### src/sv/pnss_pkg.sv
// Shared constants and the kind priority function of the snap selector.
package pnss_pkg;

  localparam int COORD_BITS_DEF = 24;
  localparam int KIND_W         = 4;
  localparam int RADIUS_W       = 24;
  localparam int R2_W           = 2 * RADIUS_W;
  localparam int PRIO_W         = 4;

  localparam logic [KIND_W-1:0] KIND_ORIGIN = 4'd1;
  localparam logic [KIND_W-1:0] KIND_GRID   = 4'd8;

  // Origin ranks highest and grid lowest; none and unused codes rank zero.
  function automatic logic [PRIO_W-1:0] kind_priority(input logic [KIND_W-1:0] kind);
    logic [PRIO_W-1:0] prio;
    if (kind >= KIND_ORIGIN && kind <= KIND_GRID) begin
      prio = PRIO_W'(KIND_GRID + KIND_ORIGIN - kind);
    end else begin
      prio = '0;
    end
    return prio;
  endfunction

endpackage

### src/sv/pnss_dist.sv
// Distance pipeline: input register, squaring stage and radius test stage.
module pnss_dist #(
  parameter int COORD_BITS = pnss_pkg::COORD_BITS_DEF
) (
  input  logic                            clk,
  input  logic                            rst,
  input  logic                            cfg_write,
  input  logic [pnss_pkg::RADIUS_W-1:0]   cfg_radius,
  input  logic                            in_valid,
  output logic                            in_stall,
  input  logic [pnss_pkg::KIND_W-1:0]     cand_kind,
  input  logic signed [COORD_BITS-1:0]    cand_x,
  input  logic signed [COORD_BITS-1:0]    cand_y,
  input  logic signed [COORD_BITS-1:0]    cursor_x,
  input  logic signed [COORD_BITS-1:0]    cursor_y,
  input  logic                            list_end,
  output logic                            c_valid,
  input  logic                            c_ready,
  output logic [pnss_pkg::KIND_W-1:0]     c_kind,
  output logic [COORD_BITS-1:0]           c_x,
  output logic [COORD_BITS-1:0]           c_y,
  output logic [2*COORD_BITS+1:0]         c_dist,
  output logic                            c_hit,
  output logic                            c_last
);

  localparam int DIFF_W = COORD_BITS + 1;
  localparam int SQ_W   = 2 * COORD_BITS + 1;
  localparam int DIST_W = 2 * COORD_BITS + 2;
  localparam int CMP_W  = (DIST_W > pnss_pkg::R2_W) ? DIST_W : pnss_pkg::R2_W;

  // Squared radius, computed once when the register is written.
  logic [pnss_pkg::R2_W-1:0] radius_sq;

  always_ff @(posedge clk) begin
    if (rst) begin
      radius_sq <= '0;
    end else if (cfg_write) begin
      radius_sq <= pnss_pkg::R2_W'(cfg_radius) * pnss_pkg::R2_W'(cfg_radius);
    end
  end

  // Stage A: input register.
  logic                        a_valid;
  logic                        a_ready;
  logic [pnss_pkg::KIND_W-1:0] a_kind;
  logic [COORD_BITS-1:0]       a_cand_x;
  logic [COORD_BITS-1:0]       a_cand_y;
  logic [COORD_BITS-1:0]       a_cur_x;
  logic [COORD_BITS-1:0]       a_cur_y;
  logic                        a_last;

  // Stage B: squared offsets.
  logic                        b_valid;
  logic                        b_ready;
  logic [pnss_pkg::KIND_W-1:0] b_kind;
  logic [COORD_BITS-1:0]       b_x;
  logic [COORD_BITS-1:0]       b_y;
  logic [SQ_W-1:0]             b_sq_x;
  logic [SQ_W-1:0]             b_sq_y;
  logic                        b_last;

  logic [DIFF_W-1:0] diff_x;
  logic [DIFF_W-1:0] diff_y;
  logic [DIFF_W-1:0] abs_x;
  logic [DIFF_W-1:0] abs_y;
  logic [DIST_W-1:0] dist_sum;

  assign a_ready  = !a_valid || b_ready;
  assign b_ready  = !b_valid || !c_valid || c_ready;
  assign in_stall = !a_ready;

  // Offsets are one bit wider than a coordinate, so they never overflow.
  assign diff_x = {a_cand_x[COORD_BITS-1], a_cand_x} - {a_cur_x[COORD_BITS-1], a_cur_x};
  assign diff_y = {a_cand_y[COORD_BITS-1], a_cand_y} - {a_cur_y[COORD_BITS-1], a_cur_y};
  assign abs_x  = diff_x[DIFF_W-1] ? (~diff_x + DIFF_W'(1)) : diff_x;
  assign abs_y  = diff_y[DIFF_W-1] ? (~diff_y + DIFF_W'(1)) : diff_y;

  assign dist_sum = DIST_W'(b_sq_x) + DIST_W'(b_sq_y);

  always_ff @(posedge clk) begin
    if (rst) begin
      a_valid <= 1'b0;
      b_valid <= 1'b0;
      c_valid <= 1'b0;
    end else begin
      if (a_ready) begin
        a_valid <= in_valid;
      end
      if (b_ready) begin
        b_valid <= a_valid;
      end
      if (!c_valid || c_ready) begin
        c_valid <= b_valid;
      end
    end
  end

  always_ff @(posedge clk) begin
    if (in_valid && a_ready) begin
      a_kind   <= cand_kind;
      a_cand_x <= cand_x;
      a_cand_y <= cand_y;
      a_cur_x  <= cursor_x;
      a_cur_y  <= cursor_y;
      a_last   <= list_end;
    end
    if (a_valid && b_ready) begin
      b_kind <= a_kind;
      b_x    <= a_cand_x;
      b_y    <= a_cand_y;
      b_sq_x <= SQ_W'(abs_x) * SQ_W'(abs_x);
      b_sq_y <= SQ_W'(abs_y) * SQ_W'(abs_y);
      b_last <= a_last;
    end
    if (b_valid && (!c_valid || c_ready)) begin
      c_kind <= b_kind;
      c_x    <= b_x;
      c_y    <= b_y;
      c_dist <= dist_sum;
      c_hit  <= CMP_W'(dist_sum) <= CMP_W'(radius_sq);
      c_last <= b_last;
    end
  end

endmodule

### src/sv/pnss_select.sv
// Best candidate tracking across a list and the result output register.
module pnss_select #(
  parameter int COORD_BITS = pnss_pkg::COORD_BITS_DEF
) (
  input  logic                            clk,
  input  logic                            rst,
  input  logic                            c_valid,
  output logic                            c_ready,
  input  logic [pnss_pkg::KIND_W-1:0]     c_kind,
  input  logic [COORD_BITS-1:0]           c_x,
  input  logic [COORD_BITS-1:0]           c_y,
  input  logic [2*COORD_BITS+1:0]         c_dist,
  input  logic                            c_hit,
  input  logic                            c_last,
  output logic                            out_valid,
  input  logic                            out_stall,
  output logic                            found,
  output logic [pnss_pkg::KIND_W-1:0]     best_kind,
  output logic signed [COORD_BITS-1:0]    best_x,
  output logic signed [COORD_BITS-1:0]    best_y
);

  localparam int DIST_W = 2 * COORD_BITS + 2;

  logic                        have_best;
  logic [pnss_pkg::KIND_W-1:0] held_kind;
  logic [COORD_BITS-1:0]       held_x;
  logic [COORD_BITS-1:0]       held_y;
  logic [DIST_W-1:0]           held_dist_sq;

  logic [pnss_pkg::PRIO_W-1:0] prio_cand;
  logic [pnss_pkg::PRIO_W-1:0] prio_held;
  logic                        take;
  logic                        fire;
  logic                        have_next;
  logic [pnss_pkg::KIND_W-1:0] kind_next;
  logic [COORD_BITS-1:0]       x_next;
  logic [COORD_BITS-1:0]       y_next;

  assign prio_cand = pnss_pkg::kind_priority(c_kind);
  assign prio_held = pnss_pkg::kind_priority(held_kind);

  // On equal priority only a strictly nearer point replaces the held one.
  assign take = c_hit && (!have_best || (prio_cand > prio_held) ||
                ((prio_cand == prio_held) && (c_dist < held_dist_sq)));

  assign have_next = have_best || take;
  assign kind_next = take ? c_kind : held_kind;
  assign x_next    = take ? c_x    : held_x;
  assign y_next    = take ? c_y    : held_y;

  // A list end needs room in the output register; other items never wait.
  assign c_ready = !c_last || !out_valid || !out_stall;
  assign fire    = c_valid && c_ready;

  always_ff @(posedge clk) begin
    if (rst) begin
      have_best    <= 1'b0;
      held_kind    <= '0;
      held_x       <= '0;
      held_y       <= '0;
      held_dist_sq <= '0;
      out_valid    <= 1'b0;
    end else begin
      if (fire) begin
        have_best <= c_last ? 1'b0 : have_next;
        if (take) begin
          held_kind    <= c_kind;
          held_x       <= c_x;
          held_y       <= c_y;
          held_dist_sq <= c_dist;
        end
      end
      if (fire && c_last) begin
        out_valid <= 1'b1;
      end else if (!out_stall) begin
        out_valid <= 1'b0;
      end
    end
  end

  always_ff @(posedge clk) begin
    if (fire && c_last) begin
      found     <= have_next;
      best_kind <= have_next ? kind_next : '0;
      best_x    <= have_next ? x_next : '0;
      best_y    <= have_next ? y_next : '0;
    end
  end

endmodule

### src/sv/priority_nearest_snap_select_top.sv
// Top level of the priority and nearest snap candidate selector.
// A list's last transaction passes stages A, B and C before its result is registered.
// Throughput: one candidate transaction per cycle, set by the combinational best-candidate
// compare in the selection stage; a list end waits only while a prior result is stalled.
// Reset: synchronous rst clears the pipeline valids, the held candidate and the radius.
// The radius register takes effect on the cycle after it is written.
module priority_nearest_snap_select_top #(
  parameter int COORD_BITS = pnss_pkg::COORD_BITS_DEF
) (
  input  logic                            clk,
  input  logic                            rst,
  // Configuration channel: one register, the snap radius (unsigned Q12.12).
  input  logic                            cfg_valid,
  output logic                            cfg_ready,
  input  logic [pnss_pkg::RADIUS_W-1:0]   snap_radius,
  // Candidate channel.
  input  logic                            in_valid,
  output logic                            in_stall,
  input  logic [pnss_pkg::KIND_W-1:0]     cand_kind,
  input  logic signed [COORD_BITS-1:0]    cand_x,
  input  logic signed [COORD_BITS-1:0]    cand_y,
  input  logic signed [COORD_BITS-1:0]    cursor_x,
  input  logic signed [COORD_BITS-1:0]    cursor_y,
  input  logic                            list_end,
  // Result channel: one transaction per list.
  output logic                            out_valid,
  input  logic                            out_stall,
  output logic                            found,
  output logic [pnss_pkg::KIND_W-1:0]     best_kind,
  output logic signed [COORD_BITS-1:0]    best_x,
  output logic signed [COORD_BITS-1:0]    best_y
);

  localparam int DIST_W = 2 * COORD_BITS + 2;

  // Handoff between the distance pipeline and the selection stage.
  logic                        c_valid;
  logic                        c_ready;
  logic [pnss_pkg::KIND_W-1:0] c_kind;
  logic [COORD_BITS-1:0]       c_x;
  logic [COORD_BITS-1:0]       c_y;
  logic [DIST_W-1:0]           c_dist;
  logic                        c_hit;
  logic                        c_last;

  // The radius register is always writable; the squared radius is
  // computed on the write so the per-candidate path holds no multiply of it.
  assign cfg_ready = 1'b1;

  // The distance pipeline registers the candidate, squares both offsets in
  // one stage, then sums them and tests against the squared radius.
  pnss_dist #(
    .COORD_BITS (COORD_BITS)
  ) u_dist (
    .clk        (clk),
    .rst        (rst),
    .cfg_write  (cfg_valid && cfg_ready),
    .cfg_radius (snap_radius),
    .in_valid   (in_valid),
    .in_stall   (in_stall),
    .cand_kind  (cand_kind),
    .cand_x     (cand_x),
    .cand_y     (cand_y),
    .cursor_x   (cursor_x),
    .cursor_y   (cursor_y),
    .list_end   (list_end),
    .c_valid    (c_valid),
    .c_ready    (c_ready),
    .c_kind     (c_kind),
    .c_x        (c_x),
    .c_y        (c_y),
    .c_dist     (c_dist),
    .c_hit      (c_hit),
    .c_last     (c_last)
  );

  // The selection stage compares each in-range candidate with the held best
  // and, at the end of a list, loads the result register and starts over.
  pnss_select #(
    .COORD_BITS (COORD_BITS)
  ) u_select (
    .clk       (clk),
    .rst       (rst),
    .c_valid   (c_valid),
    .c_ready   (c_ready),
    .c_kind    (c_kind),
    .c_x       (c_x),
    .c_y       (c_y),
    .c_dist    (c_dist),
    .c_hit     (c_hit),
    .c_last    (c_last),
    .out_valid (out_valid),
    .out_stall (out_stall),
    .found     (found),
    .best_kind (best_kind),
    .best_x    (best_x),
    .best_y    (best_y)
  );

  // With the result register empty, nothing downstream can hold the pipeline.
  assert property (@(posedge clk) disable iff (rst) !out_valid |-> !in_stall)
    else $error("candidate channel stalled with an empty result register");

  // A list with nothing in range reports all-zero fields.
  assert property (@(posedge clk) disable iff (rst)
    (out_valid && !found) |-> (best_kind == '0 && best_x == '0 && best_y == '0))
    else $error("empty result carries nonzero fields");

  // A result shows up only after a stage-C list end was taken.
  assert property (@(posedge clk) disable iff (rst)
    $rose(out_valid) |-> $past(c_valid && c_ready && c_last))
    else $error("result appeared without a list end");

endmodule

### config.mk
export PLATFORM = sky130hd
export DESIGN_NAME = priority_nearest_snap_select_top
export DESIGN_NICKNAME = d
export VERILOG_FILES = /design/src/sv/pnss_pkg.sv /design/src/sv/pnss_dist.sv /design/src/sv/pnss_select.sv /design/src/sv/priority_nearest_snap_select_top.sv
export SDC_FILE = /design/constraint.sdc
export NUM_CORES = 2
export LEC_CHECK = 0
export BUFFER_PORTS_ARGS = -buffer_cell sky130_fd_sc_hd__buf_2
export CORE_UTILIZATION = 30
export CTS_BUF_LIST = sky130_fd_sc_hd__clkbuf_8
export DETAILED_ROUTE_END_ITERATION = 10
export GPL_TIMING_DRIVEN = 0
export PLACE_DENSITY = 0.4
export SYNTH_ARGS = -nofsm -noshare
export SYNTH_HDL_FRONTEND = slang
export SYNTH_HIERARCHICAL = 1
export SYNTH_SLANG_ARGS = --single-unit
### constraint.sdc
create_clock -name clk -period 30.7 [get_ports clk]
set_input_delay 3.07 -clock clk [delete_from_list [all_inputs] [get_ports clk]]
set_output_delay 3.07 -clock clk [all_outputs]
set_load 0.02 [all_outputs]
[After elaboration in Yosys (flattened, before gate mapping)]
Cells that the tools add are included.
Word-level totals
  register bits after elaboration: 564
  bits in latches: 0
  RAM bits: 0
  bits in read-only memories: 0
  bits of input ports: 130
  output and inout bits: 56
  logic and storage cells: 90
  memories kept: 0
Cells by class
  add/sub/neg operators: 7
  $mul: 3
  div/mod/pow operators: 0
  order comparisons: 7
  equality and inequality tests: 2
  shifts and indexed selects: 0
  muxes and demuxes: 10
  bitwise operators: 2
  reductions and logical operators: 27
Operators with widths (count)
  25-bit by 25-bit multiplier with 49-bit output: 2
  25-bit by 1-bit adder with 25-bit output, second input constant: 2
  49-bit by 49-bit adder with 50-bit output: 1
  50-bit by 48-bit less-or-equal comparator with 1-bit output: 1
  50-bit < comparator: 1
  25-bit 2-to-1 mux: 2
  25-bit NOT: 2
  24-bit by 24-bit subtractor with 25-bit output: 2
  24-bit by 24-bit multiplier with 48-bit output: 1
  24-bit 2-to-1 mux: 2
  4-bit 2-to-1 mux: 3
  1-bit logical AND: 9
  1-bit logical OR: 9
  4-bit by 1-bit >= comparator with 1-bit output, second input constant: 2
  4-bit less-or-equal comparator, second input constant: 2
  1-bit logical NOT: 8
  4-bit subtractor, first input constant: 2
  4-bit == test: 1
  4-bit greater-than comparator: 1
  1-bit 2-to-1 mux: 3
  2-bit by 1-bit != test with 1-bit output, second input constant: 1
  2-bit AND reduction: 1

[Depth between registers and ports, before layout]
  depth in word-level cells: 9
  depth in mapped cells: 43
  gate-level depth less buffers: 41

[By module]
The synthesis kept the hierarchy.
By module, submodules not included
  pnss_dist: times used 1, cells an instance 6961, area each 69535.4 um^2, sequential area each 11631.2 um^2
  pnss_select: times used 1, cells an instance 786, area each 8281.7 um^2, sequential area each 3673.5 um^2
  priority_nearest_snap_select_top: times used 1, cells an instance 2, area each 11.3 um^2, sequential area each 0.0 um^2

[Worst setup path before layout]
No wires, ideal clock.
  kind: input to register
  start: in out_stall
  end: reg u_dist/b_kind[0] in the netlist's numbering (enable)
  setup time: 0.886 ns
  arrival: 14.002 ns
  required time: 29.814 ns
  path slack: 15.812 ns
  stages on the path: 3
  path buffers: 0
  path through: nand3_1 -> nor2b_1 -> a21boi_0
Between the ends
  word-level cells in the longest chain between the ends: 4
RTL lines
  start: declaration: RTL line priority_nearest_snap_select_top.sv:27  | input logic out_stall,
  1-bit logical NOT: RTL line pnss_select.sv:53  | assign c_ready = !c_last || !out_valid || !out_stall;
  1-bit logical OR: RTL line pnss_select.sv:53
  1-bit logical OR: RTL line pnss_dist.sv:70  | assign b_ready = !b_valid || !c_valid || c_ready;
  1-bit logical AND: RTL line pnss_dist.sv:108  | if (a_valid && b_ready) begin
  end signal: assignment: RTL line pnss_dist.sv:109  | b_kind <= a_kind;
  end: declaration: RTL line pnss_dist.sv:56  | logic [pnss_pkg::KIND_W-1:0] b_kind;
Every way passes these cells.
A chain may end at the register's enable or synchronous reset.

[Worst setup path after layout]
  start: reg u_dist.a_cand_x[0]
  end: reg u_dist.b_sq_x[48] (data pin)
Between the ends
  word-level cells in the longest chain between the ends: 5
RTL lines
  start: declaration: RTL line pnss_dist.sv:47  | logic [COORD_BITS-1:0] a_cand_x;
  start signal: assignment: RTL line pnss_dist.sv:102  | a_cand_x <= cand_x;
  24-bit by 24-bit subtractor with 25-bit output (*): RTL line pnss_dist.sv:74  | assign diff_x = {a_cand_x[COORD_BITS-1], a_cand_x} - {a_cur_x[COORD_BITS-1], a_cur_x};
  25-bit NOT: RTL line pnss_dist.sv:76  | assign abs_x = diff_x[DIFF_W-1] ? (~diff_x + DIFF_W'(1)) : diff_x;
  25-bit by 1-bit adder with 25-bit output: RTL line pnss_dist.sv:76
  25-bit 2-to-1 mux (*): RTL line pnss_dist.sv:76
  25-bit by 25-bit multiplier with 49-bit output (*): RTL line pnss_dist.sv:112  | b_sq_x <= SQ_W'(abs_x) * SQ_W'(abs_x);
  end signal: assignment: RTL line pnss_dist.sv:112
  end: declaration: RTL line pnss_dist.sv:59  | logic [SQ_W-1:0] b_sq_x;
Every way passes the cells marked *; elsewhere a longest branch is shown, timed or not.

==> results.cfg <==
[run_status]
outcome = finished, violations left
violations = capacitance limit, slew limit

[drt]
wl_met2_um = 116000
via_per_inst = 4.64
drt-met1-wl_um = 118000
wl_per_cell_um = 21.5
first_pass_iters = 7
routed.top_layer = met5
drtAntennaViolNets = 0
wirelength_um = 249000
drt_iter0_markers = 2968
wl_met3_um = 10900
vias = 53800
drc_errors = 0

[worst_hold_path]
min_path_type = flop to flop

[synth]
synthCells = 7749
synth_edf_count = 407
synth_top_area_share = 0.350
synth_top_area_cell = fa_1
ys_ff_latch = 561
synth_area_leaders = fa_1 (35%), edfxtp_1 (16%), ha_1 (12%)
synth_cell_types = 115
synth_warnings = 6
async_flop_share = 0
synth-main-ff-cell = edfxtp_1
synth_seq_area_share = 0.197
avgSynthCellArea_um2 = 10.0
netlist_area_um2 = 77800

[global_route]
grt_pass1_vias = 58200
grt_max_degree = 36
grt_usage = 0.192
grt_first_pass_wirelength_um = 374000
grt_remaining_overflow = 0
antenna_found_initial = 55

[sta]
fin_crit_sh = 0.446
setup_viol = 0
rsz0062_at_grt = no
max_freq_ghz = 0.0730
period_needed_ns = 13.69
slew_headroom = -0.000844
setup_tns_ns = 0
hold_viol_final = 0
worstMarginPinSlew_ns = 1.49
drv_slew = 1
fin_skew_ns = 0.0622

[floorplan]
die_area_um2 = 261000
fp.coreArea_um2 = 257000
initial_core_util = 0.302
die_x_um = 511
die_h_um = 511
io_pins = 186
rows = 186

[layout]
area_growth_pct = 10.4
nFillCells = 26600
final_nets = 10300
drive_above_1_share = 0.0631

[cts]
postCtsSetupRepairBufs = 0
clockRootBuffer = clkbuf_8
post_cts_resized = 0
numCtsBuffers = 103
cts_tree = yes
clk_path_buf_depth = 3
clk_pin_slew_ns = 0.06
cts.sink_count = 561
clkLatencyLatePin_ns = 0.87
h-tree-depth = 3
ctsHoldBuffers = 0

[place]
dp_hpwl_um = 212000
io_buffers = 179
routabilityCongestion = 0.861

[setup_path]
crit_fanout = 10
reg2reg_slack_ns = 17.01
path_class = flop to flop
worstPathRequired_ns = 31.26
crit_slowest_cell = o311ai_0
cp_data_arrival_time_ns = 14.26
start_kind = flop
cp-end-kind = flop
worst-path-buf-inv = 8
cp_slowest_stage_delay_ns = 1.15
cp_common_cell = fa_1
crit_family = adder cells

[flow_run]
cap_violations = 1
sequential cells by signal, summed over array words and instances (netlist names), 4 cells and up:
register,count
u_dist/radius_sq,47
u_select/best_x,24
u_dist/c_x,24
u_dist/a_kind,4
u_dist/c_kind,4
u_dist/b_x,24
u_dist/c_y,24
u_dist/b_sq_x,48
u_dist/b_kind,4
u_select/best_y,24
u_dist/a_cand_x,24
u_select/best_kind,4
u_dist/a_cand_y,24
u_select/held_dist_sq,50
u_dist/b_sq_y,48
u_dist/a_cur_x,24
u_select/held_kind,4
u_select/held_y,24
u_dist/c_dist,50
u_select/held_x,24
u_dist/b_y,24
u_dist/a_cur_y,24
cell type report:
class                      count  area, µm²  share of cell area
antenna                       18       45.0            0.000524
buffer                       229       1020              0.0119
clock buffer                 111       1530              0.0178
clock inverter                83        636             0.00740
inverter                    1850       6940              0.0808
multi-input combinational   5143      54900               0.638
sequential                   561      15300               0.178
tap                         3384       4230              0.0493
timing repair buffer         204       1360              0.0158
logic make-up (layout without fill, tap and decap cells):
family          after synthesis  in the layout  synth area share
simple gates               1766           1766             0.111
fa+ha+maj                  2091           2091             0.467
buf+inv                    2079           2477             0.102
xor+xnor                    266            266            0.0309
other cells                   3             55          0.000145
mux                         143            143            0.0185
flops                       561            561             0.197
compound gates              840            840            0.0735
synthesized netlist by cell type (all sizes together), types with 8 or more instances:
cell type and instances:
buf 56, a21o 133, nor2b 47, o2111ai 8, o31ai 19, o41ai 8, o311ai 9, and3 31
a31oi 32, a22o 53, a41oi 9, nor3 48, o21a 37, a21oi 232, and2 179, o22ai 8
dfxtp 154, nor2 511, o21ai 137, o211ai 14, fa 1360, or3 15, a211o 12, nand4 42
edfxtp 407, nand3 51, or2 29, xnor2 174, nand2b 257, mux2i 138, ha 731, clkbuf 173
xor2 91, o21bai 34, a211oi 22, and4 13, inv 1844, nand2 498, a221oi 9, nor4 9
o31a 8
layout by cell type, fill, tap and decap left out, drive strengths merged, types with 22 or more instances in the layout:
cell type | synthesis | layout
a211oi | 22 | 22
a21o | 133 | 133
a21oi | 232 | 232
a22o | 53 | 53
a31oi | 32 | 32
and2 | 179 | 179
and3 | 31 | 31
buf | 56 | 260
clkbuf | 173 | 284
clkinv | 6 | 42
conb | 3 | 37
dfxtp | 154 | 154
edfxtp | 407 | 407
fa | 1360 | 1360
ha | 731 | 731
inv | 1844 | 1882
mux2i | 138 | 138
nand2 | 498 | 498
nand2b | 257 | 257
nand3 | 51 | 51
nand4 | 42 | 42
nor2 | 511 | 511
nor2b | 47 | 47
nor3 | 48 | 48
o21a | 37 | 37
o21ai | 137 | 137
o21bai | 34 | 34
or2 | 29 | 29
xnor2 | 174 | 174
xor2 | 91 | 91
per-stage QoR:
stage | instances | cell area, µm² | util | hold WS [ns] | worst slack [ns]
4_1_cts | 11600 | 85900 | 0.334 | 0.371 | 16.77
3_3_place_gp | 11300 | 83100 | 0.323 | 0.402 | 7.83
2_1_floorplan | 7783 | 78000 | - | 0.400 | 15.81
5_1_grt | 11600 | 85900 | 0.334 | 0.384 | 16.45
3_5_place_dp | 11400 | 83700 | 0.325 | 0.405 | 16.85
6_report | 11600 | 85900 | 0.334 | 0.381 | 17.01
worst paths after layout:
path,start,endpoint,cells past startpoint
min,u_dist/b_y[16]$_DFFE_PP_,u_dist/c_y[16]$_DFFE_PP_,0
min reg2reg,u_dist/b_y[16]$_DFFE_PP_,u_dist/c_y[16]$_DFFE_PP_,0
max reg2reg,u_dist/a_cand_x[0]$_DFFE_PP_,u_dist/b_sq_x[48]$_DFFE_PP_,37
max,u_dist/a_cand_x[0]$_DFFE_PP_,u_dist/b_sq_x[48]$_DFFE_PP_,37
routing by layer:
layer | global-route usage | vias up
met2 | 0.313 | 1060
met3 | 0.0258 | 234
li1 | - | 24900
met4 | 0.0341 | 12
met1 | 0.274 | 27600
met5 | 0 | -
Power is not shown: default switching activity piles up to over one toggle a cycle in this logic, so the estimate is an artifact.
